### config.mk
export PLATFORM = sky130hd
export DESIGN_NAME = cubemap_face_select_flat
export DESIGN_NICKNAME = d
export VERILOG_FILES = /design/src/rtl/cfs_pkg.sv /design/src/rtl/cfs_if.sv /design/src/rtl/cfs_front.sv /design/src/rtl/cfs_div_cell.sv /design/src/rtl/cubemap_face_select.sv /design/src/flat_wrapper.sv
export SDC_FILE = /design/constraint.sdc
export NUM_CORES = 2
export LEC_CHECK = 0
export ABC_AREA = 1
export BUFFER_PORTS_ARGS = -buffer_cell sky130_fd_sc_hd__buf_2
export CORE_UTILIZATION = 67
export CTS_CLUSTER_SIZE = 12
export DETAILED_ROUTE_END_ITERATION = 10
export MAX_ROUTING_LAYER = met4
export PLACE_DENSITY = 0.84
export SYNTH_ARGS = -nofsm -noshare
export SYNTH_HDL_FRONTEND = slang
export SYNTH_HIERARCHICAL = 1
export SYNTH_SLANG_ARGS = --single-unit
### constraint.sdc
create_clock -name clock -period 24.2 [get_ports clock]
set_input_delay 4.84 -clock clock [delete_from_list [all_inputs] [get_ports clock]]
set_output_delay 4.84 -clock clock [all_outputs]
set_load 0.03 [all_outputs]
### src/rtl/cfs_pkg.sv
// Shared types and constants for the cube-map face selection block.
package cfs_pkg;

   localparam int FACE_WIDTH = 3;

   // Face codes in the order of the usual cube-map layout.
   localparam logic [FACE_WIDTH-1:0] FACE_POS_X = 3'd0;
   localparam logic [FACE_WIDTH-1:0] FACE_NEG_X = 3'd1;
   localparam logic [FACE_WIDTH-1:0] FACE_POS_Y = 3'd2;
   localparam logic [FACE_WIDTH-1:0] FACE_NEG_Y = 3'd3;
   localparam logic [FACE_WIDTH-1:0] FACE_POS_Z = 3'd4;
   localparam logic [FACE_WIDTH-1:0] FACE_NEG_Z = 3'd5;

   // Control that travels alongside the divider data through the cell chain.
   typedef struct packed {
      logic [FACE_WIDTH-1:0] face;
      logic                  zero;
      logic                  sat_u;
      logic                  sat_v;
   } cfs_tag_type;

endpackage

### src/rtl/cfs_if.sv
// Valid/ready channel interfaces for the direction words and the face words.
interface cfs_req_if #(
   parameter int COORD_WIDTH = 16
);
   logic                          valid;
   logic                          ready;
   logic signed [COORD_WIDTH-1:0] dir_x;
   logic signed [COORD_WIDTH-1:0] dir_y;
   logic signed [COORD_WIDTH-1:0] dir_z;

   modport source (output valid, output dir_x, output dir_y, output dir_z, input ready);
   modport sink   (input valid, input dir_x, input dir_y, input dir_z, output ready);
endinterface

interface cfs_rsp_if #(
   parameter int UV_WIDTH = 16
);
   logic                            valid;
   logic                            ready;
   logic [cfs_pkg::FACE_WIDTH-1:0]  face_id;
   logic [UV_WIDTH-1:0]             tex_u;
   logic [UV_WIDTH-1:0]             tex_v;
   logic                            zero_direction;

   modport source (output valid, output face_id, output tex_u, output tex_v,
                   output zero_direction, input ready);
   modport sink   (input valid, input face_id, input tex_u, input tex_v,
                   input zero_direction, output ready);
endinterface

### src/rtl/cfs_front.sv
// Front stage: major axis pick, face code and division operands, registered.
module cfs_front #(
   parameter int COORD_WIDTH = 16
) (
   input  logic                          clock,
   input  logic                          reset,
   input  logic                          in_valid,
   output logic                          in_ready,
   input  logic signed [COORD_WIDTH-1:0] dir_x,
   input  logic signed [COORD_WIDTH-1:0] dir_y,
   input  logic signed [COORD_WIDTH-1:0] dir_z,
   output logic                          out_valid,
   input  logic                          out_ready,
   output cfs_pkg::cfs_tag_type          out_tag,
   output logic [COORD_WIDTH-1:0]        out_ma,
   output logic [COORD_WIDTH:0]          out_num_u,
   output logic [COORD_WIDTH:0]          out_num_v
);

   localparam int CW = COORD_WIDTH;

   logic signed [CW:0]   x_ext, y_ext, z_ext;
   logic signed [CW:0]   x_neg, y_neg, z_neg;
   logic signed [CW:0]   ax_w, ay_w, az_w;
   logic [CW-1:0]        ax, ay, az;
   logic [CW-1:0]        ma;
   logic signed [CW:0]   sc, tc;
   logic signed [CW+1:0] num_u_w, num_v_w;
   logic [cfs_pkg::FACE_WIDTH-1:0] face;
   cfs_pkg::cfs_tag_type tag;

   logic                 valid_ff, valid_in;
   cfs_pkg::cfs_tag_type tag_ff;
   logic [CW-1:0]        ma_ff;
   logic [CW:0]          num_u_ff, num_v_ff;

   always_comb begin
      x_ext = {dir_x[CW-1], dir_x};
      y_ext = {dir_y[CW-1], dir_y};
      z_ext = {dir_z[CW-1], dir_z};
      x_neg = -x_ext;
      y_neg = -y_ext;
      z_neg = -z_ext;
      // The most negative input has magnitude 2^(CW-1), which still fits CW bits.
      ax_w = dir_x[CW-1] ? x_neg : x_ext;
      ay_w = dir_y[CW-1] ? y_neg : y_ext;
      az_w = dir_z[CW-1] ? z_neg : z_ext;
      ax = ax_w[CW-1:0];
      ay = ay_w[CW-1:0];
      az = az_w[CW-1:0];

      priority if (ax > ay && ax > az) begin
         ma = ax;
         tc = y_neg;
         if (x_ext > 0) begin
            face = cfs_pkg::FACE_POS_X;
            sc   = z_neg;
         end else begin
            face = cfs_pkg::FACE_NEG_X;
            sc   = z_ext;
         end
      end else if (ay > az) begin
         ma = ay;
         sc = x_ext;
         if (y_ext > 0) begin
            face = cfs_pkg::FACE_POS_Y;
            tc   = z_ext;
         end else begin
            face = cfs_pkg::FACE_NEG_Y;
            tc   = z_neg;
         end
      end else begin
         ma = az;
         tc = y_neg;
         if (z_ext > 0) begin
            face = cfs_pkg::FACE_POS_Z;
            sc   = x_ext;
         end else begin
            face = cfs_pkg::FACE_NEG_Z;
            sc   = x_neg;
         end
      end

      // Numerators sc + ma lie in 0 .. 2*ma, so they fit CW+1 unsigned bits.
      num_u_w = {sc[CW], sc} + $signed({2'b00, ma});
      num_v_w = {tc[CW], tc} + $signed({2'b00, ma});

      tag.face  = face;
      tag.zero  = (ma == '0);
      tag.sat_u = (sc == $signed({1'b0, ma}));
      tag.sat_v = (tc == $signed({1'b0, ma}));
   end

   assign in_ready = !valid_ff || out_ready;

   always_comb begin
      valid_in = valid_ff;
      if (in_ready) begin
         valid_in = in_valid;
      end
   end

   always_ff @(posedge clock) begin
      if (reset) begin
         valid_ff <= 1'b0;
      end else begin
         valid_ff <= valid_in;
      end
   end

   always_ff @(posedge clock) begin
      if (in_valid && in_ready) begin
         tag_ff   <= tag;
         ma_ff    <= ma;
         num_u_ff <= num_u_w[CW:0];
         num_v_ff <= num_v_w[CW:0];
      end
   end

   assign out_valid = valid_ff;
   assign out_tag   = tag_ff;
   assign out_ma    = ma_ff;
   assign out_num_u = num_u_ff;
   assign out_num_v = num_v_ff;

endmodule

### src/rtl/cfs_div_cell.sv
// One divider cell: retires one quotient bit of u and of v per word.
module cfs_div_cell #(
   parameter int COORD_WIDTH = 16,
   parameter int UV_WIDTH    = 16
) (
   input  logic                   clock,
   input  logic                   reset,
   input  logic                   in_valid,
   output logic                   in_ready,
   input  cfs_pkg::cfs_tag_type   in_tag,
   input  logic [COORD_WIDTH-1:0] in_ma,
   input  logic [COORD_WIDTH:0]   in_rem_u,
   input  logic [COORD_WIDTH:0]   in_rem_v,
   input  logic [UV_WIDTH-1:0]    in_quo_u,
   input  logic [UV_WIDTH-1:0]    in_quo_v,
   output logic                   out_valid,
   input  logic                   out_ready,
   output cfs_pkg::cfs_tag_type   out_tag,
   output logic [COORD_WIDTH-1:0] out_ma,
   output logic [COORD_WIDTH:0]   out_rem_u,
   output logic [COORD_WIDTH:0]   out_rem_v,
   output logic [UV_WIDTH-1:0]    out_quo_u,
   output logic [UV_WIDTH-1:0]    out_quo_v
);

   localparam int CW = COORD_WIDTH;
   localparam int UV = UV_WIDTH;

   logic [CW:0]  ma_ext;
   logic         ge_u, ge_v;
   logic [CW:0]  diff_u, diff_v;

   logic                 valid_ff, valid_in;
   cfs_pkg::cfs_tag_type tag_ff;
   logic [CW-1:0]        ma_ff;
   logic [CW:0]          rem_u_ff, rem_v_ff;
   logic [UV-1:0]        quo_u_ff, quo_v_ff;

   // Restoring step: remainder below 2*ma in, below 2*ma out after the shift.
   always_comb begin
      ma_ext = {1'b0, in_ma};
      ge_u   = (in_rem_u >= ma_ext);
      ge_v   = (in_rem_v >= ma_ext);
      diff_u = ge_u ? (in_rem_u - ma_ext) : in_rem_u;
      diff_v = ge_v ? (in_rem_v - ma_ext) : in_rem_v;
   end

   assign in_ready = !valid_ff || out_ready;

   always_comb begin
      valid_in = valid_ff;
      if (in_ready) begin
         valid_in = in_valid;
      end
   end

   always_ff @(posedge clock) begin
      if (reset) begin
         valid_ff <= 1'b0;
      end else begin
         valid_ff <= valid_in;
      end
   end

   always_ff @(posedge clock) begin
      if (in_valid && in_ready) begin
         tag_ff   <= in_tag;
         ma_ff    <= in_ma;
         rem_u_ff <= {diff_u[CW-1:0], 1'b0};
         rem_v_ff <= {diff_v[CW-1:0], 1'b0};
         quo_u_ff <= {in_quo_u[UV-2:0], ge_u};
         quo_v_ff <= {in_quo_v[UV-2:0], ge_v};
      end
   end

   assign out_valid = valid_ff;
   assign out_tag   = tag_ff;
   assign out_ma    = ma_ff;
   assign out_rem_u = rem_u_ff;
   assign out_rem_v = rem_v_ff;
   assign out_quo_u = quo_u_ff;
   assign out_quo_v = quo_v_ff;

endmodule

### src/rtl/cubemap_face_select.sv
// Top level of the cube-map face selection block: front stage and divider cell chain.
// An accepted direction word passes one front stage, then one divider cell per bit.
// Throughput is one word per cycle while the output takes words; every stage holds
// its own valid bit, so a stall at the output fills bubbles first and the chain
// keeps taking words until it is full.
// Reset is synchronous and active high; it clears the valid bits of all stages only.
module cubemap_face_select #(
   parameter int COORD_WIDTH = 16,
   parameter int UV_WIDTH    = 16
) (
   input  logic      clock,
   input  logic      reset,
   cfs_req_if.sink   req_if,
   cfs_rsp_if.source rsp_if
);

   localparam int CW = COORD_WIDTH;
   localparam int UV = UV_WIDTH;

   // Stage k of these arrays is the output of the front stage (k = 0) or of
   // divider cell k-1. The last entry feeds the response channel.
   logic [UV:0]          vld;
   logic [UV:0]          rdy;
   cfs_pkg::cfs_tag_type tag   [UV+1];
   logic [CW-1:0]        ma    [UV+1];
   logic [CW:0]          rem_u [UV+1];
   logic [CW:0]          rem_v [UV+1];
   logic [UV-1:0]        quo_u [UV+1];
   logic [UV-1:0]        quo_v [UV+1];

   // The front stage takes the absolute values, picks the major axis and face,
   // and forms the numerators sc + ma and tc + ma. They are the initial
   // remainders of the division by ma; the quotient starts empty.
   cfs_front #(
      .COORD_WIDTH (CW)
   ) u_front (
      .clock     (clock),
      .reset     (reset),
      .in_valid  (req_if.valid),
      .in_ready  (req_if.ready),
      .dir_x     (req_if.dir_x),
      .dir_y     (req_if.dir_y),
      .dir_z     (req_if.dir_z),
      .out_valid (vld[0]),
      .out_ready (rdy[0]),
      .out_tag   (tag[0]),
      .out_ma    (ma[0]),
      .out_num_u (rem_u[0]),
      .out_num_v (rem_v[0])
   );

   assign quo_u[0] = '0;
   assign quo_v[0] = '0;

   // Each cell produces one quotient bit of floor(num * 2^(UV-1) / ma), most
   // significant bit first. The far-edge case num == 2*ma would need one more
   // bit; the front stage flags it and the output saturates instead.
   for (genvar k = 0; k < UV; k++) begin : g_cell
      cfs_div_cell #(
         .COORD_WIDTH (CW),
         .UV_WIDTH    (UV)
      ) u_cell (
         .clock     (clock),
         .reset     (reset),
         .in_valid  (vld[k]),
         .in_ready  (rdy[k]),
         .in_tag    (tag[k]),
         .in_ma     (ma[k]),
         .in_rem_u  (rem_u[k]),
         .in_rem_v  (rem_v[k]),
         .in_quo_u  (quo_u[k]),
         .in_quo_v  (quo_v[k]),
         .out_valid (vld[k+1]),
         .out_ready (rdy[k+1]),
         .out_tag   (tag[k+1]),
         .out_ma    (ma[k+1]),
         .out_rem_u (rem_u[k+1]),
         .out_rem_v (rem_v[k+1]),
         .out_quo_u (quo_u[k+1]),
         .out_quo_v (quo_v[k+1])
      );
   end

   // The last cell's register is the output register. A zero vector forces
   // both coordinates to zero; a coordinate at the far edge saturates to all ones.
   assign rsp_if.valid = vld[UV];
   assign rdy[UV]      = rsp_if.ready;

   always_comb begin
      rsp_if.face_id        = tag[UV].face;
      rsp_if.zero_direction = tag[UV].zero;
      if (tag[UV].zero) begin
         rsp_if.tex_u = '0;
         rsp_if.tex_v = '0;
      end else begin
         rsp_if.tex_u = tag[UV].sat_u ? {UV{1'b1}} : quo_u[UV];
         rsp_if.tex_v = tag[UV].sat_v ? {UV{1'b1}} : quo_v[UV];
      end
   end

   // No word can appear at the output in the cycle right after reset.
   a_reset_empty : assert property (@(posedge clock) $past(reset) |-> !rsp_if.valid)
      else $error("response valid right after reset");

   // The tie rules send the zero vector to the negative z face.
   a_zero_face : assert property (@(posedge clock) disable iff (reset)
      rsp_if.valid && rsp_if.zero_direction |-> rsp_if.face_id == cfs_pkg::FACE_NEG_Z)
      else $error("zero direction on a face other than negative z");

   // The zero flag set in the front stage must agree with the major magnitude.
   a_zero_flag : assert property (@(posedge clock) disable iff (reset)
      vld[0] |-> (tag[0].zero == (ma[0] == '0)))
      else $error("zero flag disagrees with major magnitude");

   // After the whole chain the u and v remainders stay below twice the divisor.
   a_rem_bound : assert property (@(posedge clock) disable iff (reset)
      vld[UV] && !tag[UV].zero && !tag[UV].sat_u && !tag[UV].sat_v
      |-> (rem_u[UV] < {ma[UV], 1'b0}) && (rem_v[UV] < {ma[UV], 1'b0}))
      else $error("divider remainder out of range");

endmodule

### src/flat_wrapper.sv
// flat-port wrapper written by rule: the top's interface ports become plain ports
module cubemap_face_select_flat 
#(
   parameter int COORD_WIDTH = 16,
   parameter int UV_WIDTH    = 16
)
  (clock, reset, req_if_valid, req_if_dir_x, req_if_dir_y, req_if_dir_z, req_if_ready, rsp_if_valid, rsp_if_face_id, rsp_if_tex_u, rsp_if_tex_v, rsp_if_zero_direction, rsp_if_ready);
  cfs_req_if #(.COORD_WIDTH(COORD_WIDTH)) req_if_i ();
  cfs_rsp_if #(.UV_WIDTH(UV_WIDTH)) rsp_if_i ();
  input  logic clock;
  input  logic reset;
  input wire logic [$bits(req_if_i.valid)-1:0] req_if_valid;
  input wire logic [$bits(req_if_i.dir_x)-1:0] req_if_dir_x;
  input wire logic [$bits(req_if_i.dir_y)-1:0] req_if_dir_y;
  input wire logic [$bits(req_if_i.dir_z)-1:0] req_if_dir_z;
  output wire logic [$bits(req_if_i.ready)-1:0] req_if_ready;
  output wire logic [$bits(rsp_if_i.valid)-1:0] rsp_if_valid;
  output wire logic [$bits(rsp_if_i.face_id)-1:0] rsp_if_face_id;
  output wire logic [$bits(rsp_if_i.tex_u)-1:0] rsp_if_tex_u;
  output wire logic [$bits(rsp_if_i.tex_v)-1:0] rsp_if_tex_v;
  output wire logic [$bits(rsp_if_i.zero_direction)-1:0] rsp_if_zero_direction;
  input wire logic [$bits(rsp_if_i.ready)-1:0] rsp_if_ready;
  assign req_if_i.valid = req_if_valid;
  assign req_if_i.dir_x = req_if_dir_x;
  assign req_if_i.dir_y = req_if_dir_y;
  assign req_if_i.dir_z = req_if_dir_z;
  assign req_if_ready = req_if_i.ready;
  assign rsp_if_valid = rsp_if_i.valid;
  assign rsp_if_face_id = rsp_if_i.face_id;
  assign rsp_if_tex_u = rsp_if_i.tex_u;
  assign rsp_if_tex_v = rsp_if_i.tex_v;
  assign rsp_if_zero_direction = rsp_if_i.zero_direction;
  assign rsp_if_i.ready = rsp_if_ready;
  cubemap_face_select #(.COORD_WIDTH(COORD_WIDTH), .UV_WIDTH(UV_WIDTH)) u_core (.clock(clock), .reset(reset), .req_if(req_if_i), .rsp_if(rsp_if_i));
endmodule
==> summary.txt <==
Global route
  – Wire length of the first global-routing pass: ~380 mm
  – Vias in the first global route: 68083
  – Initial antenna violation count: 2
  – Largest net degree at the start of global routing: 75
  – Global-route usage over all layers: 0.4005
  – Overflow after GRT: 0

Detailed routing
  – Via Count: 73095
  – # DRC: 14
  – Initial DRC count: roughly 8500
  – ANT nets after route: 0
  – Vias per cell: 5.803
  – WL per Instance: 19.95 um
  – DRT Wirelength: 251.3 mm
  – Pre-antenna DRT Iters: 10

Min path
  – WHS Endpoint: u_core/g_cell[12].u_cell/out_quo_v[10]$_DFFE_PP_
  – HP Start: u_core/g_cell[11].u_cell/out_quo_v[9]$_DFFE_PP_
  – Min-Delay Path Class: reg2reg
  – Hold path depth: 0

Layout
  – Post-route cell area: 89740 sq um
  – Layout cell share with drive strength beyond 1: 0.09081
  – Fin nets: about 12000
  – Area Overhead vs Synth: 6.748%

Clock network
  – Maximum buffer depth of the clock tree: 3
  – Clk Latency, worst-skew pair: slightly below 0.8 ns
  – CTS resizes: 0
  – Root Buffer: clkbuf_16
  – # hold bufs at CTS: 0
  – CTS tree: built
  – Worst-path clk slew: about 0.060 ns
  – H-tree levels: 4
  – TritonCTS buffer count: about 130
  – Post-CTS Setup Inserts: 0
  – CTS Sinks: roughly 1200

STA
  – Setup violations, final: 0
  – Worst Tran Pin Value: 1.165 ns
  – Fin. Hold Viols: 0
  – Fmax: around 0.071 GHz
  – Layout Skew: about 0.047 ns
  – Final setup margin: 10.08 ns
  – Crit path time final: 14.12 ns
  – Worst slew margin: 0.2232
  – Final period util: 0.5834
  – RSZ-0062 raised after global routing: no
  – Setup_tns: 0 ns
  – Final Max Tran Viols: 0

Synth
  – Cell count after synthesis: 10780
  – Mapped cell area: 84070 sq um
  – Yosys warning total: 6
  – Syn avg cell area: 7.799 sq um

Outcome
  – Run status: finished with violations
  – Failing checks: design-rule violations

Floorplan
  – Initial core utilization: 0.6773
  – Chip height: 356.2 um
  – I/O pin cnt: 90
  – Die width: 356.2 um
  – Core Region: 124100 sq um
  – DIE AREA: 126900 sq um
  – Row cnt: 129

Power and ir drop
  – VDD IR max: 64.63 uV
  – Static Leak: 45.21 nW
  – Overall power: ~5.8 mW
  – PD cells: 64.98 nW/um^2

Placement
  – HPWL after DPL: 194.1 mm
  – GP Congestion: slightly above 1
  – Pre-CTS setup slack: 10.37 ns
  – IO buf count: 89
  – Placed cell area: 85460 sq um

Setup path
  – Worst r2r src: u_core/g_cell[15].u_cell/out_valid$_SDFFE_PP0N_
  – Worst EP arrival: roughly 9.3 ns
  – Max incr delay on CP: 0.20 ns
  – CP Class: in2out
  – Setup crit end kind: primary output
  – Worst path top cell family by delay: buffers and inverters
  – R2R cell count: 34
  – CP bufs+invs: 19
  – R2R setup slack: ~19 ns
  – CP max-delay cell: inv_1
  – Startpoint Class: primary input
  – CP required: 19.36 ns
  – R2r endpoint: u_core/u_front/out_num_v[12]$_DFFE_PP_
  – Crit Path Max Fanout: 2

Job
  – Max Cap Viol: 0
cells in the final DEF, fill, tap and decap left out, types with 12 or more instances in the layout:
master	instances
a21oi_1	369
a21oi_4	17
and2_1	49
buf_2	89
buf_4	22
clkbuf_1	32
clkbuf_16	131
clkinv_1	15
clkinv_2	12
conb_1	30
dfxtp_1	17
edfxtp_1	1144
fa_1	32
ha_1	597
inv_1	1847
inv_2	87
nand2_1	3790
nand2_2	316
nand2_4	48
nand3_1	876
nand3_2	63
nand3b_1	77
nand4_1	141
nor2_1	402
nor2_2	94
nor2_4	39
nor3_1	73
nor3b_1	13
nor4_1	12
o211ai_1	26
o21a_1	37
o21ai_0	92
o21bai_1	31
xnor2_1	44
xor2_1	187
worst max-delay path by stage:
stage	cells past startpoint	start	slack, ns	end
floorplan	34	rsp_if_ready	12.43	req_if_ready
finish	36	rsp_if_ready	10.08	req_if_ready
global route	36	rsp_if_ready	9.77	req_if_ready
detailed placement	36	rsp_if_ready	10.37	req_if_ready
global placement	36	rsp_if_ready	10.60	req_if_ready
CTS	36	rsp_if_ready	10.19	req_if_ready
state kept, by name, indices dropped and copies added, names as in the netlist:
register / cells
u_core/u_front/out_num_u: 17
u_core/g_cell.u_cell/out_valid: 16
u_core/g_cell.u_cell/out_ma: 240
u_core/g_cell.u_cell/out_quo_v: 136
u_core/g_cell.u_cell/out_quo_u: 136
u_core/u_front/out_tag: 6
u_core/u_front/out_num_v: 17
u_core/g_cell.u_cell/out_tag: 96
u_core/g_cell.u_cell/out_rem_u: 240
u_core/g_cell.u_cell/out_rem_v: 240
u_core/u_front/out_valid: 1
u_core/u_front/out_ma: 16
report_power, final:
group | leakage (nW) | switching, mW | total, mW | internal (mW)
clock | 2.06 | 0.852 | 1.99 | 1.14
sequential | 10.5 | 0.0800 | 2.41 | 2.33
combinational | 32.6 | 0.981 | 1.43 | 0.450
layer usage:
| layer | vias up | track usage | part of all wire |
|---|---|---|---|
| met5 | - | - | 0 |
| met4 | 0 | 0.1719 | 0.050 |
| met3 | 748 | 0.07299 | 0.10 |
| met2 | 4014 | 0.6244 | 0.45 |
| met1 | 33741 | 0.5125 | 0.39 |
| li1 | 34592 | - | - |
metrics by stage:
step,util,cells,hold slack [ns]
2_1_floorplan,-,10795,0.4003
3_3_place_gp,0.6886,12365,0.4002
3_5_place_dp,0.6886,12365,0.4045
4_1_cts,0.7230,12594,0.4098
5_1_grt,0.7230,12594,0.4134
6_report,0.7230,12595,0.4123
final cells by class:
| type | instances | area, sq um |
|---|---|---|
| clock inverters | 62 | 824.5 |
| diodes | 1 | 2.502 |
| multi-input cells | 7521 | 40850 |
| repair buffers | 111 | 610.6 |
| clock buffers | 167 | 3453 |
| well taps | 1637 | 2048 |
| flip-flops and latches | 1161 | 34690 |
| inverters | 1935 | 7263 |
| fillers | 9489 | 34380 |
No activity file was read; power rests on OpenSTA's default activity.
